--- src/hw/rtl/cpt_pkg.sv ---
// Shared types, constants and the sine sample function for the Clarke/Park transform unit.
`timescale 1ns / 1ps
`default_nettype none
package cpt_pkg;

	localparam int SINE_ENTRIES_DEF = 256;
	localparam logic [63:0] PI_HALF_Q30 = 64'd1686629713;
	localparam logic signed [17:0] INV_SQRT3_Q16 = 18'sd37837;
	localparam logic signed [17:0] SQRT3_HALF_Q16 = 18'sd56756;
	localparam int DUTY_STAGES = 4;
	localparam int DUTY_STEPS = 4;

	typedef enum logic {
		ACT_FORWARD = 1'b0,
		ACT_INVERSE = 1'b1
	} action_t;

	typedef struct packed {
		logic              flag;
		logic signed [15:0] value;
	} sat_t;

	function automatic sat_t sat16(input logic signed [39:0] v);
		sat_t r;
		if (v > 40'sd32767) begin
			r.flag = 1'b1;
			r.value = 16'sd32767;
		end else if (v < -40'sd32768) begin
			r.flag = 1'b1;
			r.value = -16'sd32768;
		end else begin
			r.flag = 1'b0;
			r.value = v[15:0];
		end
		return r;
	endfunction

	// Q1.15 sine of a Q32 turn fraction, quarter-wave series in Q30.
	function automatic logic signed [15:0] sine_entry(input logic [63:0] t32);
		logic [1:0]         quad;
		logic [63:0]        x;
		logic [63:0]        x2;
		logic [63:0]        term;
		logic [63:0]        v;
		logic [63:0]        q15;
		logic signed [63:0] sum;
		quad = t32[31:30];
		x = ({34'd0, t32[29:0]} * PI_HALF_Q30) >> 30;
		if (quad[0]) begin
			x = PI_HALF_Q30 - x;
		end
		x2 = (x * x) >> 30;
		term = x;
		sum = $signed(x);
		term = ((term * x2) >> 30) / 64'd6;   sum = sum - $signed(term);
		term = ((term * x2) >> 30) / 64'd20;  sum = sum + $signed(term);
		term = ((term * x2) >> 30) / 64'd42;  sum = sum - $signed(term);
		term = ((term * x2) >> 30) / 64'd72;  sum = sum + $signed(term);
		term = ((term * x2) >> 30) / 64'd110; sum = sum - $signed(term);
		term = ((term * x2) >> 30) / 64'd156; sum = sum + $signed(term);
		term = ((term * x2) >> 30) / 64'd210; sum = sum - $signed(term);
		term = ((term * x2) >> 30) / 64'd272; sum = sum + $signed(term);
		term = ((term * x2) >> 30) / 64'd342; sum = sum - $signed(term);
		term = ((term * x2) >> 30) / 64'd420; sum = sum + $signed(term);
		v = (sum < 0) ? 64'd0 : $unsigned(sum);
		q15 = (v + 64'd16384) >> 15;
		if (q15 > 64'd32767) begin
			q15 = 64'd32767;
		end
		return quad[1] ? -$signed(q15[15:0]) : $signed(q15[15:0]);
	endfunction

endpackage
`default_nettype wire

--- src/hw/rtl/cpt_duty_div.sv ---
// Pipelined duty divider for one phase: (2v + bus) / (2 bus) in Q0.16 with clamping.
`timescale 1ns / 1ps
`default_nettype none
module cpt_duty_div import cpt_pkg::*; (
	input  wire logic               clk,
	input  wire logic               adv,
	input  wire logic signed [15:0] volt,
	input  wire logic [15:0]        bus,
	output logic [15:0]             duty,
	output logic                    sat
);
	logic signed [18:0] n;
	logic signed [18:0] dd;

	logic [16:0] rem_s  [DUTY_STAGES+1];
	logic [15:0] quo_s  [DUTY_STAGES+1];
	logic [15:0] bus_s  [DUTY_STAGES+1];
	logic        zero_s [DUTY_STAGES+1];
	logic        full_s [DUTY_STAGES+1];

	always_comb begin
		n = (19'(volt) <<< 1) + $signed({3'd0, bus});
		dd = $signed({2'd0, bus, 1'b0});
	end

	always_ff @(posedge clk) begin
		if (adv) begin
			rem_s[0] <= n[16:0];
			quo_s[0] <= '0;
			bus_s[0] <= bus;
			zero_s[0] <= (bus == 16'd0) || (n < 0);
			full_s[0] <= (n >= dd);
		end
	end

	for (genvar k = 1; k <= DUTY_STAGES; k++) begin : g_stage
		logic [16:0] r;
		logic [17:0] t;
		logic [15:0] q;
		always_comb begin
			r = rem_s[k-1];
			q = quo_s[k-1];
			for (int j = 0; j < DUTY_STEPS; j++) begin
				t = {r, bus_s[k-1][16 - DUTY_STEPS*(k-1) - 1 - j]};
				if (t >= {1'b0, bus_s[k-1], 1'b0}) begin
					t = t - {1'b0, bus_s[k-1], 1'b0};
					q = {q[14:0], 1'b1};
				end else begin
					q = {q[14:0], 1'b0};
				end
				r = t[16:0];
			end
		end
		always_ff @(posedge clk) begin
			if (adv) begin
				rem_s[k] <= r;
				quo_s[k] <= q;
				bus_s[k] <= bus_s[k-1];
				zero_s[k] <= zero_s[k-1];
				full_s[k] <= full_s[k-1];
			end
		end
	end

	always_comb begin
		sat = zero_s[DUTY_STAGES] | full_s[DUTY_STAGES];
		if (zero_s[DUTY_STAGES]) begin
			duty = 16'd0;
		end else if (full_s[DUTY_STAGES]) begin
			duty = 16'hFFFF;
		end else begin
			duty = quo_s[DUTY_STAGES];
		end
	end
endmodule
`default_nettype wire
--- config.mk ---
export PLATFORM = sky130hd
export DESIGN_NAME = cpt_duty_div
export DESIGN_NICKNAME = d
export VERILOG_FILES = /design/src/hw/rtl/cpt_pkg.sv /design/src/hw/rtl/cpt_duty_div.sv
export SDC_FILE = /design/constraint.sdc
export NUM_CORES = 1
export LEC_CHECK = 0
export ABC_AREA = 1
export BUFFER_PORTS_ARGS = -buffer_cell sky130_fd_sc_hd__buf_4
export CAP_MARGIN = 15
export CELL_PAD_IN_SITES_DETAIL_PLACEMENT = 2
export CELL_PAD_IN_SITES_GLOBAL_PLACEMENT = 2
export CORE_MARGIN = 2
export CORE_UTILIZATION = 37
export CTS_BUF_LIST = sky130_fd_sc_hd__clkbuf_16
export CTS_CLUSTER_DIAMETER = 40
export CTS_CLUSTER_SIZE = 20
export DETAILED_ROUTE_END_ITERATION = 10
export GPL_ROUTABILITY_DRIVEN = 0
export PLACE_DENSITY_LB_ADDON = 0.1
export SKIP_CTS_REPAIR_TIMING = 1
export SYNTH_ARGS = -nofsm -noshare
export SYNTH_HDL_FRONTEND = slang
export SYNTH_SLANG_ARGS = --single-unit
--- constraint.sdc ---
create_clock -name clk -period 21 [get_ports clk]
set_clock_uncertainty 0.15 [all_clocks]
set_input_delay 0 -clock clk [delete_from_list [all_inputs] [get_ports clk]]
set_output_delay 0 -clock clk [all_outputs]
set_load 0.02 [all_outputs]
==> impl_metrics.json, run 1 <==
{
  "initial_utilization_pct": 37.5,
  "period_share_pct": 48.8,
  "first_global_vias": 23088,
  "cts_buffers": 17,
  "drive_gt1_share_pct": 4.99,
  "wl_per_cell_um": 21.6,
  "synth_nets": 3396,
  "dp_hpwl_mm": 68.4,
  "relSlewSlack_pct": 24.1,
  "path_max_fanout": 31,
  "min_from": "volt[4]",
  "crit_top_cell": "nand2_1",
  "worstPathRequired_ps": 21220,
  "ios": 51,
  "final_nets": 3450,
  "synth_top_family_by_area": "simple AND/OR/NAND/NOR gates",
  "core-area_um2": 57800,
  "grt_use_met2_pct": 47.8,
  "cp-end-kind": "flop",
  "rsz0062_at_grt": "false",
  "final_area_um2": 23600,
  "drt_iter0_drc": 945,
  "yosys.area_share.adder_pct": 17.8,
  "timing.hold.ws_ps": 43.7,
  "worst_pin_slew_ps": 1140,
  "startpoint_type": "flop",
  "grt_util_met1_pct": 34.4,
  "status": "finished, final reports clean",
  "synth_xor_area_share_pct": 8.03,
  "stdcell_count": 3894,
  "ys.warnings.count": 0,
  "synth_top_area_share_pct": 24.6,
  "antenna_found_initial": 1,
  "setup_tns_ps": 0,
  "cts_tree": "done",
  "die_h_um": 246,
  "post_dp_cell_area_um2": 22800,
  "cts.reportedPaths.clkPinSlew_ps": 70,
  "grt_overflow": 0,
  "synth_compound_area_share_pct": 14.0,
  "maxCapViolations": 0,
  "clkLatencyLatePin_ps": 500,
  "cts_sinks": 178,
  "viasPerCell": 5.46,
  "setup_viol": 0,
  "drt_first_pass_iters": 5,
  "synth_area_um2": 21700,
  "clockRootBuffer": "clkbuf_16",
  "finalCriticalPeriod_ps": 10250,
  "die_area_um2": 60600,
  "timing.fmax_mhz": 97.6,
  "synth.mux.area_fraction_pct": 0,
  "synth-simple-area-share_pct": 27.4,
  "drc": 0,
  "area_delta_synth_final_pct": 8.63,
  "fp.dieW_um": 246,
  "track_usage_pct": 27.6,
  "yosysTopAreaCell": "edfxtp_1",
  "crit_arrival_ps": 10470,
  "ant_nets": 0,
  "grt_max_degree": 99,
  "synth_area_leaders": "edfxtp_1 (25%), ha_1 (16%), nand2_1 (16%)",
  "num_rows": 88,
  "crit_start": "bus_s[0][27]",
  "placed_cells": 3836,
  "io_buffers": 50,
  "h-tree-depth": 4,
  "antenna-diode-count": 0,
  "hold_path.class": "input port to flop",
  "grt_pass1_wl_mm": 129,
  "use_met3_pct": 3.70,
  "vias": 21275,
  "drt_wl_total_mm": 84.1,
  "busiest_layer": "met2",
  "synth_seq_area_share_pct": 24.6,
  "syn_inst": 3062,
  "syn_area_per_cell_um2": 7.09,
  "slowest_stage": "edfxtp_1",
  "slew_viol_final": 0,
  "crit_path_max_incr_delay_ps": 470,
  "yosys_register_bits": 178,
  "crit-reg2reg-launch": "bus_s[0][27]",
  "worstSetupPathType": "flop to flop",
  "finalHoldViolCount": 0,
  "yosysUniqueCellTypes": 48,
  "clockBufferDepth": 2
}
## cell type report
type                            instances  area (µm²)
Clock buffer                           17         425
Multi-Input combinational cell       2450       14600
Tap cell                              765         957
Inverter                              389        1460
Sequential cell                       178        5350
Clock inverter                         15         118
Timing Repair Buffer                   80         672
Fill cell                            6980       34200
## registers in the layout, indices dropped and copies added (netlist names)
| register | cells |
|---|---|
| quo_s | 40 |
| rem_s | 64 |
| full_s | 5 |
| bus_s | 64 |
| zero_s | 5 |
## worst max-delay path: cells and delay by family (launching register included)
| family | cells | cell delay [ps] |
|---|---|---|
| and+or+nand+nor | 34 | 4200 |
| buffers and inverters | 5 | 1300 |
| AOI/OAI and AO/OA | 8 | 2550 |
| adders and majority gates | 4 | 1380 |
| DFF | 1 | 470 |
## cells in the mapped netlist (all sizes together)
| cell | number |
|---|---|
| o21bai | 18 |
| a21o | 17 |
| o311ai | 1 |
| or2 | 11 |
| nor3 | 35 |
| nor4 | 8 |
| ha | 285 |
| edfxtp | 178 |
| a211oi | 3 |
| o211ai | 7 |
| nor2 | 193 |
| o21a | 15 |
| nand2 | 919 |
| a41o | 1 |
| nand3b | 18 |
| clkbuf | 7 |
| inv | 389 |
| nand3 | 176 |
| nand4 | 33 |
| a21oi | 238 |
| and2 | 2 |
| a21boi | 2 |
| o221ai | 2 |
| xor2 | 118 |
| buf | 38 |
| a41oi | 1 |
| o31ai | 6 |
| xnor2 | 81 |
| fa | 15 |
| o21ai | 220 |
| a31oi | 19 |
| o2111ai | 6 |
## final timing paths
| check | slack, ps | to | depth (start not counted) |
|---|---|---|---|
| hold / removal | 40 | rem_s[0][6] | 5 |
| hold reg to reg | 270 | quo_s[0][71] | 0 |
| setup / recovery | 10750 | rem_s[0][37] | 51 |
| setup reg to reg | 10750 | rem_s[0][37] | 51 |
## stage by stage
step	utilization, %	setup WS (ps)
floorplan	-	13770
global placement	39.4	11230
detailed placement	39.4	10900
CTS	40.3	10810
global route	40.8	9880
finish	40.8	10750
## cells in the final DEF, fill, tap and decap left out, drive strengths merged, types with 3 or more instances in the layout
| master | instances |
|---|---|
| a211oi | 3 |
| a21o | 17 |
| a21oi | 238 |
| a31oi | 19 |
| buf | 53 |
| clkbuf | 18 |
| clkinv | 5 |
| clkinvlp | 3 |
| dlygate4sd3 | 26 |
| edfxtp | 178 |
| fa | 15 |
| ha | 285 |
| inv | 395 |
| nand2 | 919 |
| nand3 | 176 |
| nand3b | 18 |
| nand4 | 33 |
| nor2 | 193 |
| nor3 | 35 |
| nor4 | 8 |
| o2111ai | 6 |
| o211ai | 7 |
| o21a | 15 |
| o21ai | 220 |
| o21bai | 18 |
| o31ai | 6 |
| or2 | 11 |
| xnor2 | 81 |
| xor2 | 118 |
## kinds of logic after synthesis
logic type      count (synthesis)
buf+inv                       434
fa+ha+maj                     300
compound gates                556
simple gates                 1395
flops                         178
xor+xnor                      199
## per-layer routing
metal / wire length, µm / vias to the layer above
met4: 3030 / 2
met1: 37700 / 10484
met2: 40900 / 308
li1: - / 10341
met5: 10 / -
met3: 2390 / 140
Power of run 1 is left out: the tool's default activity adds up to more than one toggle a clock period on the data nets, which glitch-free logic cannot reach.
==> inputs of run 2 (changes only) <==
==> constraint.sdc (replaced) <==
create_clock -name clk -period 10.4 [get_ports clk]
set_clock_uncertainty 0.15 [all_clocks]
set_input_delay 0 -clock clk [delete_from_list [all_inputs] [get_ports clk]]
set_output_delay 0 -clock clk [all_outputs]
set_load 0.02 [all_outputs]
==> impl_metrics.json, run 2 (same netlist as run 1, synthesis figures left out) <==
{
  "crit_top_cell": "nand2_1",
  "relSlewSlack_pct": 26.0,
  "cts_tree": "done",
  "grt_pass1_wl_mm": 131,
  "final_nets": 3472,
  "ant_nets": 0,
  "drc": 0,
  "ios": 51,
  "stdcell_count": 3916,
  "slew_viol_final": 0,
  "wl_per_cell_um": 21.8,
  "area_delta_synth_final_pct": 9.76,
  "status": "finished, final reports clean",
  "crit_start": "bus_s[0][28]",
  "vias": 21428,
  "clockRootBuffer": "clkbuf_16",
  "antenna_found_initial": 0,
  "initial_utilization_pct": 37.5,
  "setup_viol": 0,
  "die_area_um2": 60600,
  "drt_wl_total_mm": 85.4,
  "grt_max_degree": 99,
  "fp.dieW_um": 246,
  "slowest_stage": "edfxtp_1",
  "startpoint_type": "flop",
  "maxCapViolations": 0,
  "cp-end-kind": "flop",
  "io_buffers": 50,
  "hold_path.class": "input port to flop",
  "finalCriticalPeriod_ps": 9710,
  "final_common_cell": "nand2_1",
  "top_regs": "bus_s: 64 flops, rem_s: 64 flops, quo_s: 40 flops",
  "num_rows": 88,
  "period_share_pct": 93.4,
  "dp_hpwl_mm": 69.0,
  "timing.fmax_mhz": 103,
  "die_h_um": 246,
  "worstPathRequired_ps": 10600,
  "antenna-diode-count": 0,
  "cts_buffers": 17,
  "drive_gt1_share_pct": 5.87,
  "final_cell_mix": "nand2_1 (909), inv_1 (372), ha_1 (285), a21oi_1 (236), edfxtp_1 (178)",
  "first_global_vias": 23179,
  "viasPerCell": 5.47,
  "finalHoldViolCount": 0,
  "grt_overflow": 0,
  "track_usage_pct": 28.0,
  "drt_first_pass_iters": 5,
  "cts.reportedPaths.clkPinSlew_ps": 80,
  "clockBufferDepth": 2,
  "h-tree-depth": 4,
  "cts_sinks": 178,
  "core-area_um2": 57800,
  "path_max_fanout": 21,
  "drt_iter0_drc": 871,
  "worstSetupPathType": "flop to flop",
  "min_from": "volt[3]",
  "crit-reg2reg-launch": "bus_s[0][28]",
  "clkLatencyLatePin_ps": 510,
  "crit_path_max_incr_delay_ps": 580,
  "worst_pin_slew_ps": 1110,
  "crit_arrival_ps": 9920,
  "placed_cells": 3846
}
## run 2: final timing paths
kind / to / slack, ps / cells past startpoint
setup reg to reg: rem_s[0][50] / 690 / 53
setup / recovery: rem_s[0][50] / 690 / 53
hold reg to reg: quo_s[0][52] / 270 / 0
hold / removal: rem_s[0][4] / 50 / 5
## run 2: layout make-up
type	count	area, µm²
clock inverters	15	159
inverters	389	1470
flip-flops and latches	178	5350
repair buffers	100	822
fillers	7000	34000
well taps	765	957
multi-input cells	2452	14600
clock buffers	17	425
## run 2: critical path: cells and delay by family (launching register included)
kind                     cells  cell delay (ps)
AO/OA/AOI/OAI               11             2230
adder cells (fa/ha/maj)      4             1360
buffers and inverters        8             1450
flip-flops                   1              580
AND/OR/NAND/NOR             30             3730
## run 2: routing by layer
| metal | track usage, % | vias up | routed length, µm |
|---|---|---|---|
| met5 | 0 | - | 0 |
| met4 | 9.75 | 0 | 2340 |
| met3 | 2.63 | 118 | 2010 |
| met2 | 49.1 | 253 | 42100 |
| met1 | 35.7 | 10663 | 39000 |
| li1 | - | 10394 | - |
## run 2: stage by stage
stage | area [µm²] | worst slack (ps) | TNS (ps) | hold slack (ps) | util (%)
final | 23800 | 688 | 0 | 49.2 | 41.2
after global routing | 23800 | -51.8 | -119 | 104 | 41.2
after CTS | 23400 | -205 | -2440 | -468 | 40.5
after detailed placement | 22800 | -103 | -836 | 69.9 | 39.5
after global placement | 22800 | 207 | 0 | 70.2 | 39.5
after floorplan | 21700 | 3170 | 0 | -51.1 | -
Power of run 2 is left out for the same reason.
==> inputs of run 3 (changes only) <==
--- a/config.mk
+++ b/config.mk
@@ -8,17 +8,15 @@
 export ABC_AREA = 1
 export BUFFER_PORTS_ARGS = -buffer_cell sky130_fd_sc_hd__buf_4
 export CAP_MARGIN = 15
-export CELL_PAD_IN_SITES_DETAIL_PLACEMENT = 2
-export CELL_PAD_IN_SITES_GLOBAL_PLACEMENT = 2
-export CORE_MARGIN = 2
+export CORE_MARGIN = 8
 export CORE_UTILIZATION = 37
 export CTS_BUF_LIST = sky130_fd_sc_hd__clkbuf_16
 export CTS_CLUSTER_DIAMETER = 40
 export CTS_CLUSTER_SIZE = 20
 export DETAILED_ROUTE_END_ITERATION = 10
 export GPL_ROUTABILITY_DRIVEN = 0
-export PLACE_DENSITY_LB_ADDON = 0.1
 export SKIP_CTS_REPAIR_TIMING = 1
+export SLEW_MARGIN = 10
 export SYNTH_ARGS = -nofsm -noshare
 export SYNTH_HDL_FRONTEND = slang
 export SYNTH_SLANG_ARGS = --single-unit
==> impl_metrics.json, run 3 (same netlist as run 1, synthesis figures left out) <==
{
  "final_cell_mix": "nand2_1 (909), inv_1 (374), ha_1 (285), a21oi_1 (237), edfxtp_1 (178)",
  "status": "finished, final reports clean",
  "dp_hpwl_mm": 48.9,
  "stdcell_count": 3896,
  "grt_overflow": 0,
  "path_max_fanout": 24,
  "worst-r2r-cell-count": 52,
  "crit_path_max_incr_delay_ps": 430,
  "drive_gt1_share_pct": 5.24,
  "antenna-diode-count": 0,
  "grt_max_degree": 70,
  "holdPathStages": 3,
  "cp-end-kind": "flop",
  "viasPerCell": 5.09,
  "period_share_pct": 87.8,
  "clockRootBuffer": "clkbuf_16",
  "setup_viol": 0,
  "clkLatencyLatePin_ps": 480,
  "slew_viol_final": 0,
  "finalHoldViolCount": 0,
  "finalCriticalPeriod_ps": 9130,
  "track_usage_pct": 17.9,
  "cts.reportedPaths.clkPinSlew_ps": 80,
  "worstPathRequired_ps": 10600,
  "cts_buffers": 17,
  "num_rows": 88,
  "initial_utilization_pct": 37.5,
  "r2r-end": "rem_s[0][49]",
  "relSlewSlack_pct": 50.8,
  "antenna_found_initial": 0,
  "die_h_um": 258,
  "die_area_um2": 66600,
  "fp.dieW_um": 258,
  "vias": 19817,
  "grt_pass1_wl_mm": 97.5,
  "startpoint_type": "flop",
  "first_global_vias": 18556,
  "worst_pin_slew_ps": 737,
  "crit-reg2reg-launch": "bus_s[0][28]",
  "clockBufferDepth": 2,
  "r2r_slack_ps": 1270,
  "area_delta_synth_final_pct": 9.10,
  "ant_nets": 0,
  "core-area_um2": 57800,
  "final_common_cell": "nand2_1",
  "drt_iter0_drc": 1440,
  "final_nets": 3452,
  "worstSetupPathType": "flop to flop",
  "cts_sinks": 178,
  "crit_arrival_ps": 9330,
  "wl_per_cell_um": 15.6,
  "drt_first_pass_iters": 6,
  "rsz0062_at_grt": "false",
  "slowest_stage": "edfxtp_1",
  "drt_wl_total_mm": 60.7,
  "crit_top_cell": "nand2_1",
  "maxCapViolations": 0,
  "hold_path.class": "input port to flop",
  "setup_tns_ps": 0,
  "placed_cells": 3840,
  "hold_end": "rem_s[0][13]",
  "h-tree-depth": 4,
  "cts_tree": "done",
  "timing.fmax_mhz": 110,
  "ios": 51,
  "top_regs": "bus_s: 64 flops, rem_s: 64 flops, quo_s: 40 flops",
  "min_from": "volt[12]",
  "drc": 0,
  "io_buffers": 50
}
## run 3: how the worst max path moves through the flow
| stage | start | end | slack, ps | depth (start not counted) |
|---|---|---|---|---|
| 2_1_floorplan | bus_s[0][12] | rem_s[0][25] | 3170 | 55 |
| 3_3_place_gp | bus_s[0][28] | rem_s[0][36] | 1210 | 51 |
| 3_5_place_dp | bus_s[0][28] | rem_s[0][49] | 1150 | 51 |
| 4_1_cts | bus_s[0][28] | rem_s[0][49] | 1080 | 52 |
| 5_1_grt | bus_s[0][28] | rem_s[0][45] | 220 | 54 |
| 6_report | bus_s[0][28] | rem_s[0][49] | 1270 | 52 |
## run 3: worst max-delay path, delay by kind of cell (launching register included)
family,cells,cell delay [ps]
flip-flops,1,430
AND/OR/NAND/NOR,33,3880
adder cells (fa/ha/maj),4,1370
AO/OA/AOI/OAI,10,1970
buffers and inverters,5,1180
## run 3: final cells by class
cell class                 instances  area [µm²]
fill                            6061       34100
multi-input combinational       2450       14600
clock inverter                    15         203
clock buffer                      17         425
inverter                         389        1460
sequential                       178        5350
tap                              765         957
timing repair buffer              82         682
## run 3: through the flow
stage / hold slack (ps) / instance area (µm²) / util [%] / setup WS, ps
CTS: -442 / 23400 / 40.5 / 1080
global route: 39.8 / 23700 / 40.9 / 224
detailed placement: 82.9 / 22800 / 39.4 / 1150
global placement: 80.8 / 22800 / 39.4 / 1210
finish: 22.5 / 23700 / 40.9 / 1270
floorplan: -51.1 / 21700 / - / 3170
## run 3: metal layers
metal	part of all wire (%)	track usage [%]
met3	4.1	2.17
met2	46	29.8
met1	48	24.4
met5	0	0
met4	2.1	4.61
Power of run 3 is left out for the same reason.
